File: src/rtl/ir_pulse_distance_decoder_defines.svh
// Assertion macros used by the infrared decoder core.
`ifndef IR_PULSE_DISTANCE_DECODER_DEFINES_SVH
`define IR_PULSE_DISTANCE_DECODER_DEFINES_SVH

// Same-cycle implication, disabled while reset is asserted.
`define IRPD_ASSERT_NOW(label, clk, rst_n, ante, cons, msg) \
  label: assert property (@(posedge clk) disable iff (!rst_n) (ante) |-> (cons)) \
    else $error(msg);

// Next-cycle implication, disabled while reset is asserted.
`define IRPD_ASSERT_NEXT(label, clk, rst_n, ante, cons, msg) \
  label: assert property (@(posedge clk) disable iff (!rst_n) (ante) |=> (cons)) \
    else $error(msg);

`endif

File: src/rtl/irpd_pkg.sv
// Types, constants and helpers for the infrared pulse-distance decoder.
`default_nettype none
package irpd_pkg;

  // Fixed field widths
  localparam int WORD_W     = 16;
  localparam int TIMEOUT_W  = 17;
  localparam int IDX_W      = 5;
  localparam int DUR_MAX_W  = 24;

  // Parameter defaults
  localparam int HALF_FRAME_BITS_DEF = 16;
  localparam int DURATION_BITS_DEF   = 17;

  localparam logic [TIMEOUT_W-1:0] TIMEOUT_RST = 17'd100000;
  localparam logic [WORD_W-1:0]    CODE_NOKEY  = 16'hff00;

  // Timing windows in microseconds, exclusive at both ends
  localparam logic [DUR_MAX_W-1:0] LEAD_LOW_MIN  = 24'd8000;
  localparam logic [DUR_MAX_W-1:0] LEAD_LOW_MAX  = 24'd10000;
  localparam logic [DUR_MAX_W-1:0] NEW_HIGH_MIN  = 24'd4000;
  localparam logic [DUR_MAX_W-1:0] NEW_HIGH_MAX  = 24'd5000;
  localparam logic [DUR_MAX_W-1:0] REP_HIGH_MIN  = 24'd2000;
  localparam logic [DUR_MAX_W-1:0] REP_HIGH_MAX  = 24'd2500;
  localparam logic [DUR_MAX_W-1:0] REP_LOW_MIN   = 24'd500;
  localparam logic [DUR_MAX_W-1:0] REP_LOW_MAX   = 24'd700;
  localparam logic [DUR_MAX_W-1:0] BIT_LOW_MIN   = 24'd400;
  localparam logic [DUR_MAX_W-1:0] BIT_LOW_MAX   = 24'd700;
  localparam logic [DUR_MAX_W-1:0] BIT1_HIGH_MIN = 24'd1500;
  localparam logic [DUR_MAX_W-1:0] BIT1_HIGH_MAX = 24'd1800;

  typedef enum logic [2:0] {
    PH_IDLE,
    PH_LEAD_LOW,
    PH_LEAD_HIGH,
    PH_REP_LOW,
    PH_BIT_LOW,
    PH_BIT_HIGH
  } phase_t;

  typedef enum logic [1:0] {
    ST_NEW,
    ST_REPEAT,
    ST_NOKEY,
    ST_BAD
  } status_t;

  typedef struct packed {
    status_t             status;
    logic [WORD_W-1:0]   code;
    logic [WORD_W-1:0]   address;
  } result_t;

  function automatic logic in_window(logic [DUR_MAX_W-1:0] d,
                                     logic [DUR_MAX_W-1:0] lo,
                                     logic [DUR_MAX_W-1:0] hi);
    return (d > lo) && (d < hi);
  endfunction

endpackage
`default_nettype wire

File: src/rtl/ir_pulse_distance_decoder.sv
// Top level of the NEC-style infrared remote frame decoder.
`default_nettype none
// Decodes pulse-distance remote frames from a stream of finished pin intervals
// (level plus length in microseconds). Each interval word passes an input
// register, one decode pass of the frame state machine, and a result register:
// one word is accepted every cycle while the result side keeps up, and a
// result appears on out_valid when the result register takes it. A word
// waits in the input register while an earlier result is still held.
// Intervals that only advance the frame give no result. Results: new frame,
// repeat, no key (idle high past the cfg timeout) or malformed. The timeout
// register is written through cfg_we/cfg_wdata and resets to 100000 us; write
// it only while the decoder is idle. No clearing pass is needed after reset.
module ir_pulse_distance_decoder import irpd_pkg::*; #(
  parameter int HALF_FRAME_BITS = HALF_FRAME_BITS_DEF,
  parameter int DURATION_BITS   = DURATION_BITS_DEF
) (
  input  wire logic                     clk,
  input  wire logic                     rst_n,
  input  wire logic                     cfg_we,
  input  wire logic [TIMEOUT_W-1:0]     cfg_wdata,
  input  wire logic                     in_valid,
  output      logic                     in_ready,
  input  wire logic                     in_level,
  input  wire logic [DURATION_BITS-1:0] in_duration_us,
  output      logic                     out_valid,
  input  wire logic                     out_ready,
  output      logic [1:0]               out_status,
  output      logic [WORD_W-1:0]        out_code,
  output      logic [WORD_W-1:0]        out_address
);

  logic                     take;
  logic                     item_valid;
  logic                     item_level;
  logic [DURATION_BITS-1:0] item_duration;
  logic                     out_free;
  logic                     res_load;
  result_t                  res;
  result_t                  out_res;

  irpd_in_stage #(
    .DURATION_BITS(DURATION_BITS)
  ) u_in_stage (
    .clk           (clk),
    .rst_n         (rst_n),
    .in_valid      (in_valid),
    .in_ready      (in_ready),
    .in_level      (in_level),
    .in_duration_us(in_duration_us),
    .take          (take),
    .item_valid    (item_valid),
    .item_level    (item_level),
    .item_duration (item_duration)
  );

  irpd_core #(
    .HALF_FRAME_BITS(HALF_FRAME_BITS),
    .DURATION_BITS  (DURATION_BITS)
  ) u_core (
    .clk          (clk),
    .rst_n        (rst_n),
    .cfg_we       (cfg_we),
    .cfg_wdata    (cfg_wdata),
    .item_valid   (item_valid),
    .item_level   (item_level),
    .item_duration(item_duration),
    .out_free     (out_free),
    .take         (take),
    .res_load     (res_load),
    .res          (res)
  );

  irpd_out_stage u_out_stage (
    .clk      (clk),
    .rst_n    (rst_n),
    .res_load (res_load),
    .res      (res),
    .out_free (out_free),
    .out_valid(out_valid),
    .out_ready(out_ready),
    .out_res  (out_res)
  );

  assign out_status  = out_res.status;
  assign out_code    = out_res.code;
  assign out_address = out_res.address;

endmodule
`default_nettype wire

File: src/rtl/irpd_in_stage.sv
// Input register: holds one interval word until the decoder takes it.
`default_nettype none
module irpd_in_stage import irpd_pkg::*; #(
  parameter int DURATION_BITS = DURATION_BITS_DEF
) (
  input  wire logic                     clk,
  input  wire logic                     rst_n,
  input  wire logic                     in_valid,
  output      logic                     in_ready,
  input  wire logic                     in_level,
  input  wire logic [DURATION_BITS-1:0] in_duration_us,
  input  wire logic                     take,
  output      logic                     item_valid,
  output      logic                     item_level,
  output      logic [DURATION_BITS-1:0] item_duration
);

  logic                     valid_r, valid_nxt;
  logic                     level_r;
  logic [DURATION_BITS-1:0] dur_r;
  logic                     load;

  // Free when empty or when the held word leaves this cycle
  assign in_ready = !valid_r || take;
  assign load     = in_valid && in_ready;

  always_comb begin
    valid_nxt = valid_r;
    if (load) begin
      valid_nxt = 1'b1;
    end else if (take) begin
      valid_nxt = 1'b0;
    end
  end

  always_ff @(posedge clk) begin
    if (!rst_n) begin
      valid_r <= 1'b0;
    end else begin
      valid_r <= valid_nxt;
    end
  end

  // Payload, no reset
  always_ff @(posedge clk) begin
    if (load) begin
      level_r <= in_level;
      dur_r   <= in_duration_us;
    end
  end

  assign item_valid    = valid_r;
  assign item_level    = level_r;
  assign item_duration = dur_r;

endmodule
`default_nettype wire

File: src/rtl/irpd_core.sv
// Frame decoder: protocol state machine, shift words and timeout register.
`default_nettype none
`include "ir_pulse_distance_decoder_defines.svh"
module irpd_core import irpd_pkg::*; #(
  parameter int HALF_FRAME_BITS = HALF_FRAME_BITS_DEF,
  parameter int DURATION_BITS   = DURATION_BITS_DEF
) (
  input  wire logic                     clk,
  input  wire logic                     rst_n,
  input  wire logic                     cfg_we,
  input  wire logic [TIMEOUT_W-1:0]     cfg_wdata,
  input  wire logic                     item_valid,
  input  wire logic                     item_level,
  input  wire logic [DURATION_BITS-1:0] item_duration,
  input  wire logic                     out_free,
  output      logic                     take,
  output      logic                     res_load,
  output      result_t                  res
);

  localparam logic [IDX_W-1:0] HALF_IDX = IDX_W'(HALF_FRAME_BITS);
  localparam logic [IDX_W-1:0] LAST_IDX = IDX_W'(2 * HALF_FRAME_BITS - 1);

  phase_t                  phase_r, phase_nxt;
  logic [IDX_W-1:0]        bit_idx_r, bit_idx_nxt;
  logic                    low_ok_r, low_ok_nxt;
  logic [WORD_W-1:0]       addr_r, addr_nxt;
  logic [WORD_W-1:0]       code_r, code_nxt;
  logic [TIMEOUT_W-1:0]    timeout_r;

  logic [DUR_MAX_W-1:0]    d;
  logic                    emit;
  logic                    out_of_turn;
  logic                    bit_one;
  logic [3:0]              code_pos;
  status_t                 status;
  logic [WORD_W-1:0]       code_out;

  assign d        = DUR_MAX_W'(item_duration);
  assign code_pos = 4'(bit_idx_r - HALF_IDX);
  assign bit_one  = low_ok_r && in_window(d, BIT1_HIGH_MIN, BIT1_HIGH_MAX);

  // Decoder takes a word whenever the result slot can receive
  assign take = item_valid && out_free;

  // Next state and result
  always_comb begin
    phase_nxt   = phase_r;
    bit_idx_nxt = bit_idx_r;
    low_ok_nxt  = low_ok_r;
    addr_nxt    = addr_r;
    code_nxt    = code_r;
    emit        = 1'b0;
    out_of_turn = 1'b0;
    status      = ST_BAD;
    code_out    = '0;
    unique case (phase_r)
      PH_IDLE: begin
        if (!item_level) begin
          // low while idle is taken as the leader low
          if (in_window(d, LEAD_LOW_MIN, LEAD_LOW_MAX)) begin
            phase_nxt = PH_LEAD_HIGH;
          end else begin
            phase_nxt = PH_IDLE;
            emit      = 1'b1;
          end
        end else if (d > DUR_MAX_W'(timeout_r)) begin
          code_nxt = CODE_NOKEY;
          emit     = 1'b1;
          status   = ST_NOKEY;
        end else begin
          phase_nxt = PH_LEAD_LOW;
        end
      end
      PH_LEAD_LOW: begin
        if (item_level) begin
          out_of_turn = 1'b1;
        end else if (in_window(d, LEAD_LOW_MIN, LEAD_LOW_MAX)) begin
          phase_nxt = PH_LEAD_HIGH;
        end else begin
          phase_nxt = PH_IDLE;
          emit      = 1'b1;
        end
      end
      PH_LEAD_HIGH: begin
        if (!item_level) begin
          out_of_turn = 1'b1;
        end else if (in_window(d, NEW_HIGH_MIN, NEW_HIGH_MAX)) begin
          addr_nxt    = '0;
          bit_idx_nxt = '0;
          phase_nxt   = PH_BIT_LOW;
        end else if (in_window(d, REP_HIGH_MIN, REP_HIGH_MAX)) begin
          phase_nxt = PH_REP_LOW;
        end else begin
          phase_nxt = PH_IDLE;
          emit      = 1'b1;
        end
      end
      PH_REP_LOW: begin
        if (item_level) begin
          out_of_turn = 1'b1;
        end else begin
          phase_nxt = PH_IDLE;
          emit      = 1'b1;
          if (in_window(d, REP_LOW_MIN, REP_LOW_MAX)) begin
            status   = ST_REPEAT;
            code_out = code_r;
          end
        end
      end
      PH_BIT_LOW: begin
        if (item_level) begin
          out_of_turn = 1'b1;
        end else begin
          low_ok_nxt = in_window(d, BIT_LOW_MIN, BIT_LOW_MAX);
          phase_nxt  = PH_BIT_HIGH;
        end
      end
      PH_BIT_HIGH: begin
        if (!item_level) begin
          out_of_turn = 1'b1;
        end else begin
          // address bits first, then code bits, LSB first
          if (bit_idx_r < HALF_IDX) begin
            if (bit_one) begin
              addr_nxt[bit_idx_r[3:0]] = 1'b1;
            end
          end else begin
            if (bit_idx_r == HALF_IDX) begin
              code_nxt = '0;
            end
            if (bit_one) begin
              code_nxt[code_pos] = 1'b1;
            end
          end
          low_ok_nxt = 1'b0;
          if (bit_idx_r == LAST_IDX) begin
            bit_idx_nxt = '0;
            phase_nxt   = PH_IDLE;
            emit        = 1'b1;
            status      = ST_NEW;
            code_out    = code_nxt;
          end else begin
            bit_idx_nxt = bit_idx_r + 1'b1;
            phase_nxt   = PH_BIT_LOW;
          end
        end
      end
      default: begin
        phase_nxt = PH_IDLE;
      end
    endcase
    // level out of turn aborts the frame
    if (out_of_turn) begin
      phase_nxt  = PH_IDLE;
      low_ok_nxt = 1'b0;
      emit       = 1'b1;
      status     = ST_BAD;
      code_out   = '0;
    end
  end

  assign res_load    = take && emit;
  assign res.status  = status;
  assign res.code    = code_out;
  assign res.address = addr_nxt;

  // Decoder state
  always_ff @(posedge clk) begin
    if (!rst_n) begin
      phase_r   <= PH_IDLE;
      bit_idx_r <= '0;
      low_ok_r  <= 1'b0;
      addr_r    <= '0;
      code_r    <= '0;
    end else if (take) begin
      phase_r   <= phase_nxt;
      bit_idx_r <= bit_idx_nxt;
      low_ok_r  <= low_ok_nxt;
      addr_r    <= addr_nxt;
      code_r    <= code_nxt;
    end
  end

  // Idle timeout register
  always_ff @(posedge clk) begin
    if (!rst_n) begin
      timeout_r <= TIMEOUT_RST;
    end else if (cfg_we) begin
      timeout_r <= cfg_wdata;
    end
  end

  `IRPD_ASSERT_NOW(a_fail_code_zero, clk, rst_n, res_load && (res.status == ST_NOKEY || res.status == ST_BAD), res.code == '0, "no-key or malformed word carries a nonzero code")
  `IRPD_ASSERT_NEXT(a_frame_end_idle, clk, rst_n, res_load && res.status == ST_NEW, phase_r == PH_IDLE && bit_idx_r == '0, "decoder not idle after a full frame")
  `IRPD_ASSERT_NEXT(a_nokey_loads_code, clk, rst_n, res_load && res.status == ST_NOKEY, code_r == CODE_NOKEY, "no-key did not load the idle code")
  `IRPD_ASSERT_NOW(a_idx_in_frame, clk, rst_n, 1'b1, bit_idx_r <= LAST_IDX, "bit index past end of frame")
  `IRPD_ASSERT_NOW(a_load_needs_slot, clk, rst_n, res_load, out_free && item_valid, "result produced without a free output slot")

endmodule
`default_nettype wire

File: src/rtl/irpd_out_stage.sv
// Result register: holds one decoded word until the consumer takes it.
`default_nettype none
module irpd_out_stage import irpd_pkg::*; (
  input  wire logic    clk,
  input  wire logic    rst_n,
  input  wire logic    res_load,
  input  wire result_t res,
  output      logic    out_free,
  output      logic    out_valid,
  input  wire logic    out_ready,
  output      result_t out_res
);

  logic    valid_r, valid_nxt;
  result_t res_r;

  // Slot frees when empty or when the held word is taken this cycle
  assign out_free = !valid_r || out_ready;

  always_comb begin
    valid_nxt = valid_r;
    if (res_load) begin
      valid_nxt = 1'b1;
    end else if (out_ready) begin
      valid_nxt = 1'b0;
    end
  end

  always_ff @(posedge clk) begin
    if (!rst_n) begin
      valid_r <= 1'b0;
    end else begin
      valid_r <= valid_nxt;
    end
  end

  // Payload, no reset
  always_ff @(posedge clk) begin
    if (res_load) begin
      res_r <= res;
    end
  end

  assign out_valid = valid_r;
  assign out_res   = res_r;

endmodule
`default_nettype wire
File: config.mk
export PLATFORM = sky130hd
export DESIGN_NAME = ir_pulse_distance_decoder
export DESIGN_NICKNAME = d
export VERILOG_FILES = /design/src/rtl/irpd_pkg.sv /design/src/rtl/ir_pulse_distance_decoder.sv /design/src/rtl/irpd_in_stage.sv /design/src/rtl/irpd_core.sv /design/src/rtl/irpd_out_stage.sv
export VERILOG_INCLUDE_DIRS = /design/src /design/src/rtl
export SDC_FILE = /design/constraint.sdc
export NUM_CORES = 1
export LEC_CHECK = 0
export BUFFER_PORTS_ARGS = -buffer_cell sky130_fd_sc_hd__buf_2
export CAP_MARGIN = 5
export CORE_ASPECT_RATIO = 2
export CORE_UTILIZATION = 40
export DETAILED_ROUTE_END_ITERATION = 6
export PLACE_DENSITY = 0.71
export SKIP_LAST_GASP = 1
export SYNTH_ARGS = -nofsm -noshare
export SYNTH_HDL_FRONTEND = slang
export SYNTH_HIERARCHICAL = 1
export SYNTH_SLANG_ARGS = --single-unit
File: constraint.sdc
create_clock -name clk -period 3.88 [get_ports clk]
set_input_delay 0.776 -clock clk [delete_from_list [all_inputs] [get_ports clk]]
set_output_delay 0.776 -clock clk [all_outputs]
set_load 0.05 [all_outputs]
==> results.toml <==
[yosys]
async_reset_ff_frac = 0
synth_area_sq_um = 5580
synth_cells = 539
syn_nets = 601
synth_ff_type = "dfxtp_1"
synth_top_area_share = 0.280
synth_cell_types = 73
synth-edff-count = 52
synth_top_area_cell = "edfxtp_1"
ys_seq_elements = 112
ys_seq_area_frac = 0.495
synth_area_leaders = "edfxtp_1 28%, dfxtp_1 22%, ha_1 4.9%"
ys_warn_count = 6
syn_avg_cell_area_sq_um = 10.4

[hold_path]
hold_class = "reg -> reg"
holdPathStages = 2

[grt]
groute.usage.overall = 0.194
grt_max_degree = 36
grt_overflow = 0
grt_pass1_wl_um = 21600
grt_pass1_vias = 4426
antenna_found_initial = 0

[routing]
drt-vias-per-instance = 5.77
drc_errors = 0
drt_iter0_drc = 236
num_vias = 4398
wl_per_cell_um = 17.8
dr.pass1.iters = 5
antenna_left = 0
wl_um = 13600

[worst_setup_path]
crit_fanout = 35
cp_common_cell = "buf_4"
crit_type = "reg -> reg"
crit_chain = "ha_1 > nand4_1 > nor4_1 > a211oi_1 > a21boi_0 > buf_4 > a21oi_1 > a31oi_4 > buf_4"
slowest_delay_ns = 0.55
arrival_ns = 3.02
cp.required_ns = 3.88
worst_setup_path_end_kind = "flop"
cp-start-kind = "flop"
worst-path-buf-inv = 2
reg2reg_depth = 9
cp_slowest_cell = "edfxtp_1"
path_delay_family = "compound AO/OA/AOI/OAI gates"
cp.depth = 9

[clock_network]
cts_max_level = 3
clk-insertion-delay-late_ns = 0.35
post_cts_resized = 0
postCtsSetupRepairBufs = 0
numCtsBuffers = 9
clk_pin_slew_ns = 0.07
cts-hold-fix-buffers = 0
clockBufferDepth = 2
cts_root_buf = "clkbuf_16"
cts_tree = "done"
clock-sinks = 112

[die]
fp.dieH_um = 169
start_util = 0.413
io_pins = 76
fp.dieArea_sq_um = 14500
coreArea_sq_um = 13500
chipWidth_um = 85.5
num_rows = 60

[cells_and_area]
areaGrowthSynthToFinish_pct = 13.6
drive_above_1_share = 0.206
stdcell_area_sq_um = 6340
layout.nets = 664
fillCellCount = 1304
final_util = 0.469
antenna_cells = 0

[power]
ir_drop_mv = 0.194
powerDensity_nw_per_um2 = 394
p_leak_nw = 2.61

[sta]
rsz0062_at_grt = "false"
min_period_ns = 3.02
setup_viol = 0
slew_violations = 0
hold_viol = 0
clock.fmax_ghz = 0.331
min_period_over_period = 0.779
worst_slew_pin_slew_ns = 0.687
fin_tns_setup_ns = 0
fin_ws_ns = 0.858
skew_ns = 0.0114
maxSlewHeadroom = 0.538

[placed_design]
gp_congestion = 0.911
pre_cts_ws_ns = 0.868
dp.final_hpwl_um = 10400
place_area_sq_um = 6050
numPortBuffers = 75

[job]
cap_viol_max_count = 0

[run_status]
status = "complete, no violations"
-- routing by layer --
layer	vias to the layer above	wire length, um	part of all wire	global-route usage
met5	-	0	0	0
met4	0	1100	0.081	0.154
met3	64	454	0.033	0.0288
met2	152	7510	0.55	0.367
met1	2074	4490	0.33	0.177
li1	2108	-	-	-
-- cell usage after synthesis, types with 4 or more instances --
cell type  instances
nand3_1            8
nor3_1             6
a21oi_1           51
clkbuf_1          13
nand2b_1           5
mux2i_1           13
buf_6              4
nor2b_1           17
o211a_1            6
edfxtp_1          52
nand4_1            6
o211ai_1          10
o31ai_1            8
nor4_1             9
inv_1             34
o21a_1             4
nand2_1           40
ha_1              22
or3_1              4
nor4_4             5
buf_2              5
a22o_1            16
nor2_1            53
o21ai_0           11
dfxtp_1           60
-- sequential cells by signal (all words and copies together) (netlist names) --
| signal | count |
|---|---|
| u_core/phase_r | 3 |
| u_in_stage/item_valid | 1 |
| u_core/low_ok_r | 1 |
| u_in_stage/item_level | 1 |
| u_core/addr_r | 16 |
| u_out_stage/out_res | 34 |
| u_out_stage/out_valid | 1 |
| u_core/timeout_r | 17 |
| u_core/bit_idx_r | 5 |
| u_core/code_r | 16 |
| u_in_stage/item_duration | 17 |
-- worst paths after layout --
| path | slack [ns] | from | endpoint |
|---|---|---|---|
| worst max-delay path | 0.86 | u_in_stage/item_duration[12]$_DFFE_PP_ | u_out_stage/out_res[30]$_DFFE_PP_ |
| worst min-delay path | 0.46 | u_core/low_ok_r$_SDFFE_PN0P_ | u_core/low_ok_r$_SDFFE_PN0P_ |
| worst min register to register | 0.46 | u_core/low_ok_r$_SDFFE_PN0P_ | u_core/low_ok_r$_SDFFE_PN0P_ |
| worst max register to register | 0.86 | u_in_stage/item_duration[12]$_DFFE_PP_ | u_out_stage/out_res[30]$_DFFE_PP_ |
-- logic make-up after synthesis --
kind of cell,count (synthesis),synth area share
buf+inv,60,0.0477
compound gates,141,0.178
simple gates,190,0.205
xor+xnor,1,0.00157
mux,13,0.0233
flops,112,0.495
fa+ha+maj,22,0.0493
-- worst register-to-register path, cell delays in order, from the launching register on --
cell      delay, ns
edfxtp_1       0.55
ha_1           0.40
nand4_1        0.15
nor4_1         0.36
a211oi_1       0.12
a21boi_0       0.23
buf_4          0.18
a21oi_1        0.07
a31oi_4        0.21
buf_4          0.41
-- per-stage QoR --
step,power (mW),hold WS (ns),cells
after floorplan,1.54,0.426,539
after global routing,2.59,0.481,762
after detailed placement,1.63,0.446,746
after CTS,2.53,0.460,762
after global placement,1.62,0.438,746
final,2.50,0.456,762
-- cell type report --
class | count | area (sq um) | share of cell area
sequential | 112 | 2760 | 0.436
multi-input combinational | 367 | 2570 | 0.405
timing repair buffer | 78 | 398 | 0.0627
clock buffer | 10 | 229 | 0.0361
tap | 155 | 194 | 0.0306
inverter | 34 | 128 | 0.0201
clock inverter | 6 | 62.6 | 0.00987
-- placed cells by master, fill, tap and decap left out, types with 4 or more instances in the layout --
cell        n
mux2i_1    13
o31ai_1     8
edfxtp_1   52
nor4_4      5
buf_2      75
nand2_1    40
clkbuf_16   9
o21ai_0    11
nand3_1     8
nor3_1      6
nand4_1     6
dfxtp_1    60
o211ai_1   10
nor4_1      9
nand2b_1    5
a21oi_1    51
o211a_1     6
nor2b_1    17
inv_1      34
o21a_1      4
or3_1       4
a22o_1     16
ha_1       22
nor2_1     53
-- report_power, final --
part	switching, mW	internal, mW	leakage (nW)	total (mW)
Combinational	0.184	0.0939	1.46	0.278
Clock	0.438	0.453	0.142	0.892
Sequential	0.0433	1.28	1.01	1.33
No activity file was read; power rests on OpenSTA's default activity.
